===== config.mk =====
export PLATFORM = sky130hd
export DESIGN_NAME = ctb_back
export DESIGN_NICKNAME = d
export VERILOG_FILES = /design/src/rtl/core/ctb_pkg.sv /design/src/rtl/core/ctb_div.sv /design/src/rtl/core/ctb_back.sv
export SDC_FILE = /design/constraint.sdc
export NUM_CORES = 2
export LEC_CHECK = 0
export BUFFER_PORTS_ARGS = -buffer_cell sky130_fd_sc_hd__clkbuf_2
export CAP_MARGIN = 10
export CORE_MARGIN = 2
export CORE_UTILIZATION = 41
export DETAILED_ROUTE_END_ITERATION = 12
export PLACE_DENSITY = 0.56
export SETUP_SLACK_MARGIN = 0.1
export SLEW_MARGIN = 20
export SYNTH_ARGS = -nofsm -noshare
export SYNTH_HDL_FRONTEND = slang
export SYNTH_SLANG_ARGS = --single-unit

===== constraint.sdc =====
create_clock -name clk -period 10 [get_ports clk]
set_input_delay 3 -clock clk [delete_from_list [all_inputs] [get_ports clk]]
set_output_delay 3 -clock clk [all_outputs]
set_load 0.01 [all_outputs]

===== src/rtl/core/ctb_pkg.sv =====
// package for the countdown timer bank: command codes, result kinds, shared types
package ctb_pkg;
  localparam int TIMERS_DEF = 32;
  localparam int IDX_W = 5;
  localparam int MAX_REPORTS = 32;

  localparam logic [2:0] MODE_START = 3'd0;
  localparam logic [2:0] MODE_SET   = 3'd1;
  localparam logic [2:0] MODE_GET   = 3'd2;
  localparam logic [2:0] MODE_HOLD  = 3'd3;
  localparam logic [2:0] MODE_STOP  = 3'd4;
  localparam logic [2:0] MODE_STOPALL = 3'd5;
  localparam logic [2:0] MODE_TICK  = 3'd6;
  localparam logic [2:0] MODE_SERV  = 3'd7;

  localparam logic [1:0] KIND_GET  = 2'd0;
  localparam logic [1:0] KIND_EXP  = 2'd1;
  localparam logic [1:0] KIND_NONE = 2'd2;

  localparam logic [31:0] F_TENTH  = 32'd40;
  localparam logic [31:0] F_SECOND = 32'd400;
  localparam logic [31:0] F_MINUTE = 32'd24000;

  typedef struct packed {
    logic [2:0]  mode;
    logic [4:0]  idx;
    logic        in_range;
    logic [31:0] scaled;
    logic [31:0] duration;
    logic [1:0]  unit;
    logic        notify;
    logic        hold;
  } cmd_t;

  typedef struct packed {
    logic [1:0]  kind;
    logic [4:0]  which;
    logic [31:0] value;
    logic        last;
  } res_t;

  function automatic logic [31:0] factor(input logic [1:0] u);
    logic [31:0] f;
    case (u)
      2'd0: f = 32'd1;
      2'd1: f = F_TENTH;
      2'd2: f = F_SECOND;
      default: f = F_MINUTE;
    endcase
    return f;
  endfunction
endpackage


===== src/rtl/core/ctb_div.sv =====
// divider by unit factor: shifts out the power of two, then multiplies by a reciprocal
module ctb_div (
  input  logic        clk,
  input  logic        rst_n,
  input  logic        start,
  input  logic [31:0] dividend,
  input  logic [1:0]  unit,
  output logic        done,
  output logic [31:0] quot
);
  // 40 = 8 * 5, 400 = 16 * 25, 24000 = 64 * 375
  localparam logic [29:0] M_TENTH  = 30'd858993460;
  localparam logic [29:0] M_SECOND = 30'd343597384;
  localparam logic [29:0] M_MINUTE = 30'd91625969;

  logic        v_r, done_r;
  logic [1:0]  u_r;
  logic [31:0] n_r, n_nxt;
  logic [29:0] m_r, m_nxt;
  logic [31:0] q_r, q_nxt;
  logic [58:0] prod;

  always_comb begin
    case (unit)
      2'd0: begin
        n_nxt = dividend;
        m_nxt = '0;
      end
      2'd1: begin
        n_nxt = {3'd0, dividend[31:3]};
        m_nxt = M_TENTH;
      end
      2'd2: begin
        n_nxt = {4'd0, dividend[31:4]};
        m_nxt = M_SECOND;
      end
      default: begin
        n_nxt = {6'd0, dividend[31:6]};
        m_nxt = M_MINUTE;
      end
    endcase
    prod = 59'(n_r[28:0]) * 59'(m_r);
    case (u_r)
      2'd0: q_nxt = n_r;
      2'd1: q_nxt = 32'(prod >> 32);
      2'd2: q_nxt = 32'(prod >> 33);
      default: q_nxt = 32'(prod >> 35);
    endcase
  end

  always_ff @(posedge clk) begin
    if (!rst_n) begin
      v_r <= 1'b0;
      done_r <= 1'b0;
    end else begin
      v_r <= start;
      if (start) done_r <= 1'b0;
      else if (v_r) done_r <= 1'b1;
    end
  end

  always_ff @(posedge clk) begin
    if (start) begin
      u_r <= unit;
      n_r <= n_nxt;
      m_r <= m_nxt;
    end
    if (v_r) q_r <= q_nxt;
  end

  assign done = done_r;
  assign quot = q_r;
endmodule


===== src/rtl/core/ctb_back.sv =====
// back end: timer state, per-entry walks for tick, stop-all and service, result register
module ctb_back #(
  parameter int TIMERS = ctb_pkg::TIMERS_DEF
) (
  input  logic          clk,
  input  logic          rst_n,
  input  logic          q_valid,
  output logic          q_ready,
  input  ctb_pkg::cmd_t q_cmd,
  output logic          out_valid,
  input  logic          out_ready,
  output ctb_pkg::res_t out_res
);
  localparam int TW = (TIMERS > 1) ? $clog2(TIMERS) : 1;
  localparam logic [2:0] S_IDLE = 3'd0;
  localparam logic [2:0] S_WALK = 3'd1;
  localparam logic [2:0] S_DIV  = 3'd2;
  localparam logic [2:0] S_OUT  = 3'd3;
  localparam logic [2:0] S_SEL  = 3'd4;
  localparam logic [2:0] S_OUT_FLUSH = 3'd5;

  logic [31:0] rem_r   [TIMERS];
  logic [1:0]  unit_r  [TIMERS];
  logic [TIMERS-1:0] exp_r, pau_r, nfy_r;

  logic [2:0]  st_r;
  ctb_pkg::cmd_t c_r;
  logic [TW-1:0] w_r;
  logic        found_r;
  logic [5:0]  nrep_r;
  logic        ov_r;
  ctb_pkg::res_t res_r;
  logic        pend_r;
  ctb_pkg::res_t pend_res_r;
  ctb_pkg::res_t res_r_hold_r;
  logic [TW-1:0] ci;
  logic        wlast;
  logic        rep;
  logic        div_start, div_done;
  logic [31:0] div_q;
  logic        slot_free;

  assign ci = TW'(c_r.idx);
  assign wlast = ({{(32-TW){1'b0}}, w_r} == 32'(TIMERS - 1));
  assign rep = exp_r[w_r] && nfy_r[w_r] && (nrep_r != 6'(ctb_pkg::MAX_REPORTS));
  assign slot_free = !ov_r || out_ready;
  assign q_ready = (st_r == S_IDLE);
  assign div_start = (st_r == S_SEL);

  ctb_div u_div (
    .clk(clk), .rst_n(rst_n), .start(div_start),
    .dividend(rem_r[ci]), .unit(unit_r[ci]),
    .done(div_done), .quot(div_q)
  );

  always_ff @(posedge clk) begin
    if (!rst_n) begin
      st_r <= S_IDLE;
      ov_r <= 1'b0;
      pend_r <= 1'b0;
      w_r <= '0;
      found_r <= 1'b0;
      nrep_r <= '0;
      exp_r <= '0;
      pau_r <= '0;
      nfy_r <= '0;
      for (int i = 0; i < TIMERS; i++) begin
        rem_r[i] <= 32'd0;
        unit_r[i] <= 2'd0;
      end
    end else begin
      ov_r <= (pend_r && slot_free) || (ov_r && !out_ready);
      if (pend_r && slot_free) begin
        res_r <= pend_res_r;
        pend_r <= 1'b0;
      end
      case (st_r)
        S_IDLE: begin
          if (q_valid) begin
            c_r <= q_cmd;
            w_r <= '0;
            found_r <= 1'b0;
            nrep_r <= '0;
            if (q_cmd.mode inside {ctb_pkg::MODE_TICK, ctb_pkg::MODE_STOPALL,
                                   ctb_pkg::MODE_SERV}) begin
              st_r <= S_WALK;
            end else if (q_cmd.in_range) begin
              st_r <= S_OUT;
            end
          end
        end
        S_OUT: begin
          st_r <= S_IDLE;
          case (c_r.mode)
            ctb_pkg::MODE_START: begin
              unit_r[ci] <= c_r.unit;
              rem_r[ci] <= c_r.scaled;
              exp_r[ci] <= (c_r.scaled == 32'd0);
              nfy_r[ci] <= c_r.notify;
            end
            ctb_pkg::MODE_SET: rem_r[ci] <= c_r.duration * ctb_pkg::factor(unit_r[ci]);
            ctb_pkg::MODE_GET: st_r <= S_SEL;
            ctb_pkg::MODE_HOLD: pau_r[ci] <= c_r.hold;
            ctb_pkg::MODE_STOP: begin
              rem_r[ci] <= 32'd0;
              unit_r[ci] <= 2'd0;
              exp_r[ci] <= 1'b0;
              pau_r[ci] <= 1'b0;
              nfy_r[ci] <= 1'b0;
            end
            default: ;
          endcase
        end
        S_SEL: st_r <= S_DIV;
        S_DIV: begin
          if (div_done && !pend_r) begin
            pend_r <= 1'b1;
            pend_res_r <= '{kind: ctb_pkg::KIND_GET, which: c_r.idx, value: div_q,
                            last: 1'b1};
            st_r <= S_IDLE;
          end
        end
        S_WALK: begin
          if (!pend_r) begin
            w_r <= w_r + TW'(1);
            if (wlast) st_r <= (c_r.mode == ctb_pkg::MODE_SERV) ? S_OUT_FLUSH : S_IDLE;
            case (c_r.mode)
              ctb_pkg::MODE_STOPALL: begin
                rem_r[w_r] <= 32'd0;
                unit_r[w_r] <= 2'd0;
                exp_r[w_r] <= 1'b0;
                pau_r[w_r] <= 1'b0;
                nfy_r[w_r] <= 1'b0;
              end
              ctb_pkg::MODE_TICK: begin
                if (rem_r[w_r] != 32'd0 && !pau_r[w_r]) begin
                  rem_r[w_r] <= rem_r[w_r] - 32'd1;
                  if (rem_r[w_r] == 32'd1) exp_r[w_r] <= 1'b1;
                end
              end
              default: begin
                exp_r[w_r] <= 1'b0;
                if (rep) begin
                  found_r <= 1'b1;
                  nrep_r <= nrep_r + 6'd1;
                  if (found_r) begin
                    pend_r <= 1'b1;
                    pend_res_r <= res_r_hold_r;
                  end
                  res_r_hold_r <= '{kind: ctb_pkg::KIND_EXP, which: 5'(w_r),
                                    value: 32'd0, last: 1'b0};
                end
              end
            endcase
          end
        end
        S_OUT_FLUSH: begin
          if (!pend_r) begin
            pend_r <= 1'b1;
            if (found_r) begin
              pend_res_r <= '{kind: ctb_pkg::KIND_EXP, which: res_r_hold_r.which,
                              value: 32'd0, last: 1'b1};
            end else begin
              pend_res_r <= '{kind: ctb_pkg::KIND_NONE, which: 5'd0,
                              value: 32'd0, last: 1'b1};
            end
            st_r <= S_IDLE;
          end
        end
        default: st_r <= S_IDLE;
      endcase
    end
  end

  assign out_valid = ov_r;
  assign out_res = res_r;
endmodule


==> flow_summary.ini <==
[power]
power.density_nw_per_um2 = 282
ir_drop_uv = 834
power_leakage_uw = 0.0476

[cells_and_area]
area_growth_syn_to_layout_pct = 10.4
fin_nets = 10531
nFillCells = 23554
stdcell_area_um2 = 118000
final_core_util_pct = 45.4
layout-drive-gt1-share_pct = 15.3

[sta]
fin_crit_sh_pct = 95.7
hold_viol_final = 0
rsz0062_at_grt = false
worstMarginPinSlew_ns = 1.17
fin_skew_ns = 0.0752
slew_violations = 0
final.setup.tns_ns = 0
setup_violations = 0
timing.fmax_mhz = 104
slew_headroom_pct = 19.5
hold_slack_ns = 0.417
fin_crit_ns = 9.57

[clocking]
cts_tree = yes
clock-root-buffer = clkbuf_16
clock_latency_ns = 0.86
numCtsBuffers = 159
cts_max_level = 4
path_clk_slew_ns = 0.06
cts_sinks = 1447
ctsHoldBuffers = 0
clockBufferDepth = 3

[logic_synthesis]
yosysWarnings = 0
yosysTopAreaCell = edfxtp_1
ys_ff_latch = 1447
yosys-top-cells-area = edfxtp_1 37%, fa_1 15%, mux4_2 12%
async_flop_share_pct = 0
synthCells = 9089
seq_area_frac_synth_pct = 39.6
synth_edf_count = 1322
synth_cell_type_count = 90
synth_top_cell_area_share_pct = 37.3
synth_nets = 10558
synth_area_um2 = 107000
ys.flop_type = edfxtp_1
syn_area_per_cell_um2 = 11.7

[floorplan]
io-pin-count = 123
rows = 187
coreArea_um2 = 259000
start_util_pct = 41.1
die-area_um2 = 264000
die_height_um = 514
die_w_um = 514

[place]
place.gp.congestion = 0.952
detailed_place_hpwl_um = 258000
port_buffers = 122
place_area_um2 = 112000

[detailed_routing]
drc = 0
viasPerCell = 6.02
via_count = 75855
wl_per_cell_um = 30.3
drt-initial-drc-count = 9835
routed_wl_um = 382000
ant_nets = 0
dr.pass1.iters = 6

[worst_setup_path]
arrival_ns = 10.13
worst-path-max-fanout = 32
timing.critical_path.mode_cell = fa_1
worstSetupPathType = reg2reg
cp_slowest_cell = fa_1
rrSetupSlack_ns = 0.43
regToRegEndpoint = rem_r[26][28]$_SDFFCE_PN0P_
endpoint_kind = register
ff2ff_path_depth = 33
start_kind = register
crit_required_ns = 10.55
endpoint = rem_r[26][28]$_SDFFCE_PN0P_
critPathMaxStageDelay_ns = 0.53

[grt]
antenna_found_initial = 8
track_usage_pct = 28.7
grt_pass1_wl_um = 549000
grt_pass1_vias = 78088
grt-ovfl-total = 0
grt_max_degree = 90

[outcome]
status = finished, final reports clean

[min_path]
min_path_type = reg2reg
hp-start = pend_res_r[4]$_SDFFCE_PN0P_

[job]
drv_cap = 0
stage by stage:
step	power, µW	setup slack [ns]	std cells
after floorplan	20400	0.133	9089
after global placement	26600	0.167	12288
after detailed placement	26600	0.105	12288
after CTS	32900	0.101	12583
after global routing	35500	0.0908	12601
final	33100	0.426	12601
worst min path at each step:
stage / to / slack [ns] / cells after the start
6_report: out_res[4]$_DFFE_PP_ / 0.42 / 0
5_1_grt: out_res[28]$_DFFE_PP_ / 0.42 / 0
4_1_cts: out_res[8]$_DFFE_PP_ / 0.42 / 0
3_5_place_dp: out_res[17]$_DFFE_PP_ / 0.41 / 0
3_3_place_gp: out_res[12]$_DFFE_PP_ / 0.40 / 0
2_1_floorplan: out_res[0]$_DFFE_PP_ / 0.40 / 0
layout by cell type, fill, tap and decap left out, drive strengths merged, types with 125 or more instances in the layout:
master / count
nand2: 463
nand3: 150
o21ai: 259
ha: 578
edfxtp: 1322
a21oi: 322
fa: 810
mux2i: 240
inv: 1253
dfxtp: 125
nor2: 1307
and2: 205
clkbuf: 320
buf: 270
mux4: 560
report_power, final:
| part | internal (µW) | switching [µW] | total, µW |
|---|---|---|---|
| clock network | 3410 | 2660 | 6070 |
| registers | 6970 | 235 | 7210 |
| logic | 7990 | 11900 | 19800 |
kinds of logic (layout without fill, tap and decap cells):
group                      Yosys count  count (layout)  synth area share (%)
other                                0               3                     0
muxes                              825             825                  14.4
DFF                               1447            1447                  39.6
buffers and inverters             1831            1938                  6.75
and+or+nand+nor                   2409            2409                  9.81
adders and majority gates         1388            1388                  22.0
AOI/OAI and AO/OA                 1078            1078                  6.51
xor gates and xnor gates           111             111                 0.940
state kept, by name, summed over array words and instances, names as in the netlist, 6 cells and up, named ones only:
name	count
c_r	71
nrep_r	6
u_div.n_r	32
u_div.m_r	7
rem_r	1024
unit_r	64
out_res	40
pend_res_r	40
nfy_r	32
u_div.quot	32
pau_r	32
cell usage after synthesis, drive strengths merged (11+ instances only):
| library cell | number |
|---|---|
| nand4 | 29 |
| a22oi | 99 |
| clkbuf | 314 |
| xnor2 | 64 |
| a221oi | 18 |
| or2 | 28 |
| fa | 810 |
| and2 | 205 |
| o31ai | 11 |
| o21bai | 41 |
| mux4 | 560 |
| a211oi | 16 |
| a31oi | 56 |
| o21ai | 259 |
| mux2i | 240 |
| o22ai | 66 |
| edfxtp | 1322 |
| and3 | 41 |
| buf | 266 |
| ha | 578 |
| a21oi | 322 |
| mux2 | 25 |
| o211ai | 13 |
| a21o | 44 |
| nor4 | 20 |
| nor2b | 32 |
| o311a | 31 |
| nand3 | 150 |
| dfxtp | 125 |
| xor2 | 45 |
| inv | 1246 |
| nand2 | 463 |
| nand2b | 19 |
| a22o | 25 |
| nor2 | 1307 |
| nor3 | 69 |
per-layer routing:
metal	share of wire [%]	wire length (µm)	global-route usage (%)
met5	0.0086	33	0
met3	10	38700	6.36
met2	47	178000	46.3
met1	38	145000	37.1
met4	5.4	20400	13.0
repair_timing:
action / CTS / global route
setup buffers: 0 / 9
setup endpoints to repair: 31 / 495
pin swaps: 0 / 4
gates cloned: 0 / 1
gates resized for setup: 1 / 13
worst max-delay path: cells and delay by family (launching register included):
kind            cells  cell delay [ns]
compound gates      6             1.30
buf+inv            10             1.25
fa+ha+maj          10             4.38
mux                 3             1.17
flops               1             0.40
xor+xnor            1             0.20
simple gates        3             0.53
final cells by class:
cell class,instances,area [µm²],area share [%]
clock inverters,97,1110,0.941
flip-flops and latches,1447,42200,35.9
well taps,3402,4260,3.62
clock buffers,198,4210,3.58
repair buffers,392,3030,2.58
diodes,3,7.51,0.00638
multi-input cells,5811,58000,49.4
inverters,1251,4700,3.99
(Power assumes the default switching activity.)
